$ cat src/hdl/pgf_pkg.sv
package pgf_pkg;

  // Reset value of the gain register: G times 10000, scaled by 2^-48
  localparam logic [31:0] GAIN_RESET = 32'd187851900;

  // Register index taken from paddr[2]
  localparam logic ADDR_GAIN = 1'b0;

  // Back pipeline step counts
  localparam int SQRT_STEPS = 33;
  localparam int UDIV_STEPS = 31;
  localparam int UDIV_FIRST = SQRT_STEPS;
  localparam int BACK_STEPS = SQRT_STEPS + UDIV_STEPS;

  // Clamp limits of a 48-bit signed magnitude
  localparam logic [47:0] POS_LIMIT = 48'h7FFF_FFFF_FFFF;
  localparam logic [47:0] NEG_LIMIT = 48'h8000_0000_0000;

  // One classified pair, front to back
  typedef struct packed {
    logic             zero;
    logic [2:0]       neg;
    logic [2:0][32:0] ad;
    logic [65:0]      s;
    logic [63:0]      n;
  } entry_t;

  // One stage of the back pipeline
  typedef struct packed {
    logic             valid;
    logic             zero;
    logic [2:0]       neg;
    logic [65:0]      s;
    logic [34:0]      srem;
    logic [32:0]      root;
    logic [65:0]      mrem;
    logic [63:0]      nq;
    logic [2:0][33:0] urem;
    logic [2:0][30:0] uq;
  } bst_t;

endpackage

$ cat src/hdl/pgf_queue.sv
module pgf_queue #(
  parameter int DEPTH = 4
) (
  input  logic            clk,
  input  logic            rst,
  input  logic            push,
  input  pgf_pkg::entry_t din,
  input  logic            pop,
  output pgf_pkg::entry_t dout,
  output logic            full,
  output logic            empty
);

  localparam int PW = (DEPTH > 1) ? $clog2(DEPTH) : 1;
  localparam int CW = $clog2(DEPTH + 1);

  pgf_pkg::entry_t mem [DEPTH];
  logic [PW-1:0]   wp;
  logic [PW-1:0]   rp;
  logic [CW-1:0]   count;

  assign full  = (count == CW'(DEPTH));
  assign empty = (count == '0);
  assign dout  = mem[rp];

  // Advance pointers and track fill
  always_ff @(posedge clk) begin
    if (rst) begin
      wp    <= '0;
      rp    <= '0;
      count <= '0;
    end else begin
      if (push) begin
        wp <= (wp == PW'(DEPTH - 1)) ? '0 : wp + 1'b1;
      end
      if (pop) begin
        rp <= (rp == PW'(DEPTH - 1)) ? '0 : rp + 1'b1;
      end
      if (push && !pop) begin
        count <= count + 1'b1;
      end else if (pop && !push) begin
        count <= count - 1'b1;
      end
    end
  end

  always_ff @(posedge clk) begin
    if (push) begin
      mem[wp] <= din;
    end
  end

endmodule

$ cat config.mk
export PLATFORM = sky130hd
export DESIGN_NAME = pgf_queue
export DESIGN_NICKNAME = d
export VERILOG_FILES = /design/src/hdl/pgf_pkg.sv /design/src/hdl/pgf_queue.sv
export SDC_FILE = /design/constraint.sdc
export NUM_CORES = 1
export LEC_CHECK = 0
export BUFFER_PORTS_ARGS = -buffer_cell sky130_fd_sc_hd__buf_2
export CORE_MARGIN = 5
export CORE_UTILIZATION = 51
export CTS_CLUSTER_DIAMETER = 200
export DETAILED_ROUTE_END_ITERATION = 10
export PLACE_DENSITY = 0.85
export SLEW_MARGIN = 30
export SYNTH_ARGS = -nofsm -noshare
export SYNTH_HDL_FRONTEND = slang
export SYNTH_SLANG_ARGS = --single-unit
$ cat constraint.sdc
create_clock -name clk -period 6.5 [get_ports clk]
set_clock_uncertainty 0.15 [all_clocks]
set_input_delay 0.975 -clock clk [delete_from_list [all_inputs] [get_ports clk]]
set_output_delay 0.975 -clock clk [all_outputs]
set_load 0.03 [all_outputs]
==> results.md, run 1 <==
- Worst Setup Path Type: reg -> out
- Number of failing hold endpoints at the final stage: 0
- Post-route cell area: 0.0404 sq mm
- Clk buf depth: 3
- Synth Area in Simple Gates: 0.228%
- GP Congestion: 0.754
- Synth top area cells: edfxtp_1 82%, mux4_2 15%, buf_6 0.66%
- Setup_tns: 0 ns
- Num CTS Buffers: 90
- Maximum VDD drop: 313 uV
- Outcome: complete, no violations
- Worst Path Buf+Inv: 3
- Final wirelength: 71.0 mm
- Vias post-DR: 15.6k
- Worst Setup Start Kind: register
- Commonest non-fill, non-tap cell in the layout: edfxtp_1
- Static leakage: 0.0135 uW
- Std-Cell Rows: 94
- Clock Sinks: 941
- Synth area leader: edfxtp_1
- Main combinational cell family by area after synthesis: multiplexers
- Post-CTS setup buffers: 0
- Mux cell area share after synthesis: 15.5%
- Largest net degree at the start of global routing: 131
- Non-Filler Instances: 2743
- Synth cell types: 18
- CP Max Fanout: 68
- Area Overhead vs Synth: 18.6%
- Setup crit end kind: primary output
- Pre-antenna DRT Iters: 5
- Area share of the largest cell type after synthesis: 82.2%
- Number of synthesized flops with an enable pin: 932
- Final period util: 62.4%
- Die footprint: 0.0720 sq mm
- Required time worst endpoint: 5.37 ns
- Clock-pin slew on the worst setup and hold paths: 0.06 ns
- First-pass GRT wire length: 105 mm
- Gr usage total: 19.5%
- Layout fillers: 4281
- PnR worst setup slack: 2.44 ns
- Seq/Total Area, Yosys: 82.7%
- Cell Area, Synth: 0.0341 sq mm
- Total global routing overflow: 0
- RSZ-0062 raised after global routing: false
- XOR/XNOR Fraction of Synth Area: 0.0514%
- Max_cap viols: 0
- TritonCTS clock tree: done
- Die width: 268 microns
- Final net count: 2035
- Routed length per placed instance: 25.9 microns
- Fmax: 247 MHz
- Yosys Warn Count: 0
- Post-Synth Adder-Cell Area: 0.279%
- Multi-input gate area: 0.00550 sq mm
- Instance area at placement: 0.0374 sq mm
- CP cell instances: buf_16 -> buf_12 -> mux4_2 -> buf_2
- DRC: 0
- Max-slew headroom: 29.2%
- Pwr dens: 337 mW/mm^2
- CTS root buffer: clkbuf_16
- Initial antenna violation count: 28
- Synthesized flop and latch total: 941
- Core ar.: 0.0660 sq mm
- HP Class: reg -> reg
- Place WS: 3.00 ns
- Post-synthesis cell count: 1261
- Arrival @ worst endpoint: 2.93 ns
- Slew Limit Fails: 0
- Layout cells sized above 1: 46.2%
- Largest delay share family, worst path: buffers and inverters
- Post-synthesis async set-or-reset flop share: 0%
- Top Ports: 472
- Avg Vias per Cell: 5.67
- Mean Syn Cell Area: 27.0 sq um
- Area occupied by registers: 0.0282 sq mm
- Clock Latency Late Sink: 0.60 ns
- Compound-Gate Fraction of Synth Area: 0.0441%
- Final-report setup violation count: 0
- H-tree depth: 3
- Resize count post-CTS: 0
- Number of global-route vias before repair: 16.8k
- Starting density of the core: 51.6%
- Syn Nets: 1505
- DR iter-0 viols: 1571
- Final HPWL DP: 41.9 mm
- Post-route minimum period: 4.06 ns
- Critical-path top delay cell: dfxtp_4
- Critical path's largest stage delay: 0.64 ns
- Inst Count DP: 2563
- IO buf count: 471
- Fin util: 61.2%
- Final ANT Viol Nets: 0
- Commonest non-fill, non-tap cells in the layout: 932 x edfxtp_1, 471 x buf_2, 233 x mux4_2
- Tightest Pin Transition: 1.06 ns
- Die height: 268 microns
- Ys flop type: edfxtp_1
- Hold Buf Count CTS: 0
[cell families after synthesis]
| family | Yosys count |
|---|---|
| and+or+nand+nor | 15 |
| xor gates and xnor gates | 2 |
| muxes | 237 |
| DFF | 941 |
| AOI/OAI and AO/OA | 3 |
| buffers and inverters | 56 |
| adders and majority gates | 7 |
[sequential cells by signal, indices dropped and copies added (netlist names), named ones only]
| name | count |
|---|---|
| count | 3 |
| wp | 2 |
| rp | 2 |
| mem | 932 |
[synth_stat cells (2+ instances only)]
library cell and n:
buf_6 20, xor2_1 2, and2_1 4, buf_2 25, mux2i_1 4, a21oi_1 2
inv_1 4, ha_1 6, clkbuf_1 7, edfxtp_1 932, mux4_2 233, dfxtp_1 9
nor3b_1 2, nor2_1 7
[metal layers]
layer / vias up / GRT usage [%] / share of wire [%]
met5: - / 0 / 0.19
met4: 22 / 5.72 / 2.5
met3: 132 / 6.78 / 9.5
met2: 721 / 33.1 / 52
met1: 8105 / 24.1 / 36
li1: 6582 / - / -
[cell type report]
type	instances	area share (%)
flip-flops and latches	941	69.8
repair buffers	490	6.49
well taps	864	2.68
diodes	17	0.105
inverters	4	0.0372
multi-input cells	264	13.6
clock buffers	110	5.82
clock inverters	53	1.47
[tightest hold or removal path, cell delays in order (launching register included)]
cell,delay (ns)
dfxtp_1,0.33
a21oi_1,0.13
nor2_1,0.05
[per-stage QoR]
step / hold WS [ns] / power [uW]
after global placement: 0.330 / 8530
after detailed placement: 0.371 / 8590
after global routing: 0.359 / 14100
after floorplan: 0.310 / 8100
after CTS: 0.345 / 13700
final: 0.398 / 13600
[path summary, 6_finish.rpt]
kind	from	end	slack, ns	cells past startpoint
min reg2reg	rp[0]$_SDFFE_PP0P_	register	0.40	2
max	register	dout[60]	2.44	4
max reg2reg	wp[1]$_SDFFE_PP0P_	mem[1][165]$_DFFE_PP_	3.83	4
min	rp[0]$_SDFFE_PP0P_	register	0.40	2
[power breakdown]
part / leakage [uW] / switching, uW / internal [uW]
clock: 0.00143 / 2170 / 2960
combinational: 0.00339 / 936 / 487
sequential: 0.00864 / 74.0 / 6960
Note: power is estimated with default switching activity, not from simulation.
==> inputs of run 2 (changes only) <==
ABC_AREA = 1   (was default)
CORE_UTILIZATION = 52   (was 51)
PLACE_DENSITY = 0.86   (was 0.85)
clock period = 3.7 ns   (was 6.5 ns; I/O delays follow)
==> run 2 against run 1 <==
Combinational power up 120%. Power up 82%. Register-to-register slack worse by 2.8 ns.
==> results.md, run 2 <==
- Outcome: complete, no violations
- Clock Latency Late Sink: 0.62 ns (+0.02 ns)
- CTS root buffer: clkbuf_16
- DR iter-0 viols: 2449 (+56%)
- Worst Setup Path Type: reg -> out
- Most frequent cell after synthesis: edfxtp_1
- Yosys Warn Count: 0 (unchanged)
- Post-synthesis cell count: 2312 (+83%)
- Routed length per placed instance: 23.1 microns (-11%)
- Synthesized flop and latch total: 941 (unchanged)
- Number of failing hold endpoints at the final stage: 0 (unchanged)
- Core ar.: 0.0668 sq mm (+1.2%)
- Clock Sinks: 941 (unchanged)
- Number of synthesized flops with an enable pin: 932 (unchanged)
- Sequential fraction of design power: 49.8% (-2.0 points)
- Largest registers: mem x932, count x3
- First-pass GRT wire length: 135 mm (+28%)
- Fmax: 282 MHz
- Switching Fraction: 26.0% (+2.5 points)
- Initial antenna violation count: 18 (-36%)
- Met3 Use GR: 5.46% (-1.3 points)
- Static leakage: 0.0152 uW (+13%)
- Top Ports: 472 (unchanged)
- Synth top area cells: edfxtp_1 80%, o21ai_0 6.0%, nor2_1 5.1%
- WHS Endpoint: mem[0][11]$_DFFE_PP_
- Critical path's largest stage delay: 0.42 ns (-0.22 ns)
- Slew Limit Fails: 0 (unchanged)
- Final HPWL DP: 46.3 mm (+10%)
- Post-CTS setup buffers: 0 (unchanged)
- Clk buf depth: 3 (unchanged)
- Final-report setup violation count: 0 (unchanged)
- Mean Syn Cell Area: 15.1 sq um (-44%)
- Int Pwr: 18300 uW (+76%)
- Final period util: 95.7%
- Number of global-route vias before repair: 23.5k (+40%)
- Met2 Use GR: 41.2% (+8.1 points)
- Reg2Reg Launch Point: wp[1]$_SDFFE_PP0P_
- Arrival @ worst endpoint: 2.84 ns (-0.09 ns)
- Starting density of the core: 52.2% (+0.57 points)
- TritonCTS clock tree: done
- Ys flop type: edfxtp_1
- Hold slack final: 0.0615 ns (-0.337 ns)
- Area Overhead vs Synth: 24.5%
- GR peak layer: met2
- Worst Path Buf+Inv: 3 (unchanged)
- Final Power: 24700 uW (+82%)
- Layout cells sized above 1: 21.6% (-25 points)
- Pre-antenna DRT Iters: 6 (+1)
- Pwr dens: 570 mW/mm^2 (+69%)
- Final wirelength: 91.4 mm (+29%)
- Hold Startpoint: din[11]
- Seq/Total Area, Yosys: 80.8% (-1.9 points)
- Syn Nets: 2556 (+70%)
- FF-to-FF End: mem[1][129]$_DFFE_PP_
- Clock-pin slew on the worst setup and hold paths: 0.06 ns (about the same)
- Resize count post-CTS: 0 (unchanged)
- DRC: 0 (unchanged)
- Inst Count DP: 3546 (+38%)
- Tightest Pin Transition: 1.02 ns (-0.0477 ns)
- Non-Filler Instances: 3965 (+45%)
- CP Max Fanout: 168 (+150%)
- Worst Setup Start Kind: register
- IO buf count: 471 (unchanged)
- Met1 Usage GRT: 29.5% (+5.5 points)
- Synth cell types: 21 (+3)
- Die width: 269 microns (+0.19%)
- Synth area leader: edfxtp_1
- HP Class: in -> reg
- Critical-path top delay cell: buf_16
- Max_cap viols: 0 (unchanged)
- Final ANT Viol Nets: 0 (unchanged)
- Commonest non-fill, non-tap cells in the layout: 932 x edfxtp_1, 474 x nor2_1, 471 x buf_2
- Die footprint: 0.0723 sq mm (+0.38%)
- Gr usage total: 24.1% (+4.6 points)
- Largest Register: mem
- Num CTS Buffers: 90 (unchanged)
- Commonest cells in the netlist: 932 x edfxtp_1, 474 x nor2_1, 419 x o21ai_0
- Hold path cells: 1 (-1)
- Std-Cell Rows: 95 (+1.1%)
- Combinational power share: 12.9% (+2.4 points)
- FF-to-FF setup slack: 1.08 ns (-2.75 ns)
- Required time worst endpoint: 2.99 ns (-2.38 ns)
- Layout fillers: 4197 (-2.0%)
- R2R cell count: 6 (+2)
- Maximum VDD drop: 596 uV (+91%)
- Largest delay share family, worst path: buffers and inverters
- Vias post-DR: 23.4k (+50%)
- Cell Area, Synth: 0.0349 sq mm (+2.4%)
- Total global routing overflow: 0 (unchanged)
- Clock share of power: 37.4% (-0.3 points)
- Setup crit end kind: primary output
- Post-synthesis async set-or-reset flop share: 0% (unchanged)
- Largest register FFs: 932 (unchanged)
- H-tree depth: 3 (unchanged)
- Die height: 269 microns (+0.19%)
- Largest net degree at the start of global routing: 217 (+66%)
- Max-slew headroom: 32.3% (+3.2 points)
- Post-route minimum period: 3.54 ns
- Final net count: 3243 (+59%)
- Commonest non-fill, non-tap cell in the layout: edfxtp_1
- CP cell instances: buf_12 -> buf_16 -> o21ai_0 -> o22ai_1 -> buf_2
- Net Switching: 6430 uW (+100%)
- GP Congestion: 0.753 (-0.11%)
- Avg Vias per Cell: 5.89 (+3.9%)
- RSZ-0062 raised after global routing: false
- Fin util: 65.0% (+3.8 points)
- Area share of the largest cell type after synthesis: 80.3% (-1.9 points)
[run 2: layer usage]
metal	vias to the layer above	wire [microns]
met5	-	24
met4	4	4350
met3	298	9190
met2	1539	46500
met1	11357	31400
li1	10170	-
[run 2: worst max-delay path by stage]
stage                                   from               endpoint  slack [ns]  depth (start not counted)
after floorplan           wp[0]$_SDFFE_PP0P_    mem[0][0]$_DFFE_PP_       -0.94                          4
final                               register               dout[10]        0.16                          5
after CTS                           register               dout[11]        0.29                          5
after detailed placement                push  mem[1][124]$_DFFE_PP_        0.85                          5
after global placement                  push  mem[1][120]$_DFFE_PP_        0.86                          5
after global routing                register              dout[222]        0.11                          5
[run 2: timing repair]
item | 4_1_cts | 5_1_grt
hold buffers | 233 | 0
setup endpoints to repair | 0 | 0
hold endpoints to repair | 929 | 0
[run 2: area by class of cell]
type                    count  area, sq um  share of cell area (%)
flip-flops and latches    941        28200                    64.9
multi-input cells        1201         5780                    13.3
clock buffers             110         2400                    5.53
repair buffers            749         5240                    12.1
well taps                 873         1090                    2.52
clock inverters            58          583                    1.34
inverters                  16         92.6                   0.213
diodes                     17         42.5                  0.0980
[run 2: power groups by stage]
stage | Clock (uW) | Combinational (uW) | Sequential [uW]
floorplan | 0 | 1830 | 12600
finish | 9250 | 3180 | 12300
global placement | 0 | 2800 | 12500
global route | 9870 | 3360 | 12300
detailed placement | 0 | 2870 | 12500
CTS | 9220 | 3100 | 12300
[run 2: cells by family (layout without fill, tap and decap cells)]
logic type	Yosys count	count (layout)	synth area share, %
compound gates	705	705	11.0
other cells	0	17	0
flops	941	941	80.8
xor+xnor	1	1	0.0251
fa+ha+maj	7	7	0.273
simple gates	488	488	5.28
buf+inv	170	933	2.66
[run 2: worst reg2reg max path: stages, from the launching register on]
cell and delay [ns]:
dfxtp_2 0.34, inv_2 0.07, ha_1 0.16, nand2_2 0.07, clkinvlp_4 0.09, buf_12 0.59, buf_4 0.77
[run 2: stage by stage]
| step | setup slack [ns] | TNS, ns | cell area [sq um] |
|---|---|---|---|
| 2_1_floorplan | -0.939 | -873.52 | 34900 |
| 3_3_place_gp | 0.855 | 0 | 38000 |
| 3_5_place_dp | 0.850 | 0 | 38000 |
| 4_1_cts | 0.292 | 0 | 43300 |
| 5_1_grt | 0.113 | 0 | 43400 |
| 6_report | 0.158 | 0 | 43400 |
==> inputs of run 3 (changes only) <==
ABC_AREA = default   (was 1)
CORE_UTILIZATION = 51   (was 52)
PLACE_DENSITY = 0.85   (was 0.86)
==> run 3 against run 2 <==
Clock power up 1%. Non-clock buffer count up 24. Sequential power about the same. Design area down 0.29%. Routed wire length down 11%. Hold slack worse by 0.021 ns. Die area down 0.38%. Sequential cell count unchanged. Via count down 27%. Power down 0.68%. Critical path type unchanged. Critical endpoint is now dout[96]. Largest power group unchanged.
==> results.md, run 3 (same netlist as run 1, synthesis figures left out) <==
- Outcome: complete, no violations
- Routed length per placed instance: 27.1 microns (+17%)
- CTS root buffer: clkbuf_16
- Die height: 268 microns (-0.19%)
- Std-Cell Rows: 94 (-1.1%)
- Pre-antenna DRT Iters: 5 (-1)
- Core ar.: 0.0660 sq mm (-1.2%)
- Slew Limit Fails: 0 (unchanged)
- Net Switching: 5890 uW (-8.3%)
- Met1 Usage GRT: 28.0% (-1.6 points)
- GR peak layer: met2
- DRC: 0 (unchanged)
- Switching Fraction: 24.0% (-2.0 points)
- Clk buf depth: 3 (unchanged)
- Met2 Use GR: 39.5% (-1.6 points)
- Commonest non-fill, non-tap cell in the layout: edfxtp_1
- Worst Setup Path Type: reg -> out
- Largest register FFs: 932 (unchanged)
- Top Ports: 472 (unchanged)
- CP cell instances: buf_12 -> buf_4 -> mux4_2 -> buf_2
- Setup crit end kind: primary output
- Int Pwr: 18700 uW (+2.0%)
- Hold path cells: 1 (unchanged)
- Number of failing hold endpoints at the final stage: 0 (unchanged)
- Setup_tns: 0 ns (unchanged)
- Multi-input gate area: 0.00550 sq mm (-4.8%)
- Largest net degree at the start of global routing: 110 (-49%)
- Maximum VDD drop: 628 uV (+5.3%)
- Commonest non-fill, non-tap cells in the layout: 932 x edfxtp_1, 471 x buf_2, 233 x mux4_2
- GP Congestion: 0.795 (+5.5%)
- Final net count: 2321 (-28%)
- Required time worst endpoint: 2.99 ns (about the same)
- Inst Count DP: 2615 (-26%)
- Fmax: 300 MHz (+6.4%)
- Sequential fraction of design power: 50.4% (+0.6 points)
- R2R cell count: 3 (-3)
- Critical-path top delay cell: mux4_2
- Total global routing overflow: 0 (unchanged)
- Worst Setup Start Kind: register
- DR iter-0 viols: 1886 (-23%)
- H-tree depth: 3 (unchanged)
- Final ANT Viol Nets: 0 (unchanged)
- Clock Sinks: 941 (unchanged)
- Clock Latency Late Sink: 0.62 ns (about the same)
- Num CTS Buffers: 93 (+3.3%)
- Post-CTS setup buffers: 0 (unchanged)
- Starting density of the core: 51.6% (-0.57 points)
- Number of global-route vias before repair: 18.7k (-20%)
- Static leakage: 0.0148 uW (-2.8%)
- Avg Vias per Cell: 5.68 (-3.6%)
- Final-report setup violation count: 0 (unchanged)
- HP Class: in -> reg
- Critical path's largest stage delay: 0.59 ns (+0.17 ns)
- Tightest Pin Transition: 0.800 ns (-0.215 ns)
- Layout fillers: 3969 (-5.4%)
- Max-slew headroom: 46.6% (+14 points)
- Gr usage total: 22.5% (-1.6 points)
- Clock share of power: 38.1% (+0.7 points)
- Pwr dens: 568 mW/mm^2 (-0.39%)
- Final HPWL DP: 45.6 mm (-1.6%)
- Post-route minimum period: 3.33 ns (-0.213 ns)
- Vias post-DR: 17.2k (-27%)
- First-pass GRT wire length: 120 mm (-11%)
- Final wirelength: 81.8 mm (-11%)
- Arrival @ worst endpoint: 2.62 ns (-0.22 ns)
- Area Overhead vs Synth: 27.1%
- Die footprint: 0.0720 sq mm (-0.38%)
- Area occupied by registers: 0.0282 sq mm (about the same)
- Resize count post-CTS: 0 (unchanged)
- CP Max Fanout: 28 (-83%)
- RSZ-0062 raised after global routing: false
- TritonCTS clock tree: done
- Final period util: 90.0% (-5.7 points)
- Non-Filler Instances: 3021 (-24%)
- Max_cap viols: 0 (unchanged)
- Largest Register: mem
- IO buf count: 471 (unchanged)
- Largest registers: mem x932, count x3
- Initial antenna violation count: 9 (-9)
- Layout cells sized above 1: 42.3% (+21 points)
- Met3 Use GR: 5.54% (+0.083 points)
- Combinational power share: 11.5% (-1.4 points)
- Clock-pin slew on the worst setup and hold paths: 0.06 ns (about the same)
- Die width: 268 microns (-0.19%)
==> run 3: cell types whose count changed in the layout (fill, tap and decap cells not counted), sizes merged, moves of 4 or more <==
cell      change
diode        -11
clkinv        -7
o22ai       -233
mux4        +233
nor2        -467
clkinvlp      -4
o21ai       -468
mux2i         +4
buf          +26
nand2         -8
and2          +4
==> run 3: stage by stage <==
step / util (%) / total power, uW / hold WS, ns / cell area (sq um) / setup slack, ns
2_1_floorplan: - / 14200 / 0.310 / 34100 / 0.921
3_3_place_gp: 57.5 / 15100 / 0.327 / 37900 / 1.06
3_5_place_dp: 57.5 / 15200 / 0.359 / 37900 / 1.02
4_1_cts: 65.6 / 24600 / 0.00228 / 43300 / 0.280
5_1_grt: 65.6 / 25400 / 0.00712 / 43300 / 0.204
6_report: 65.6 / 24600 / 0.0409 / 43300 / 0.370
==> run 3: final timing paths <==
path / slack [ns] / from / to
hold / removal: 0.04 / din[215] / mem[2][215]$_DFFE_PP_
setup reg to reg: 1.49 / wp[0]$_SDFFE_PP0P_ / mem[3][169]$_DFFE_PP_
setup / recovery: 0.37 / register / dout[96]
hold reg to reg: 0.36 / count[2]$_SDFFE_PP0P_ / count[2]$_SDFFE_PP0P_
==> run 3: repair_timing <==
action / CTS / global route
hold buffers: 231 / 0
endpoints found under the hold margin: 921 / 0
setup endpoints to repair: 0 / 0
==> run 3: power groups by stage <==
stage | combinational (uW) | sequential [uW] | clock, uW
5_1_grt | 2960 | 12400 | 10100
2_1_floorplan | 1670 | 12500 | 0
3_3_place_gp | 2520 | 12500 | 0
3_5_place_dp | 2570 | 12600 | 0
4_1_cts | 2810 | 12400 | 9460
6_report | 2820 | 12400 | 9380
==> run 3: metal layers <==
metal	share of wire, %	vias up	routed length, microns
li1	-	7139	-
met1	35	8956	28700
met2	53	915	43700
met3	8.4	142	6910
met4	2.9	4	2410
met5	0.033	-	27
==> run 3: area by class of cell <==
cell class                      count  area share, %
Antenna cell                        6         0.0347
Clock buffer                      110           5.57
Clock inverter                     59           1.41
Inverter                            4         0.0347
Multi-Input combinational cell    264           12.7
Sequential cell                   941           65.1
Tap cell                          864           2.50
Timing Repair Buffer              773           12.6
==> run 3: critical path, delay by kind of cell, from the launching register on <==
kind / cells / cell delay (ns)
DFF: 1 / 0.53
buffers and inverters: 3 / 0.83
muxes: 1 / 0.59
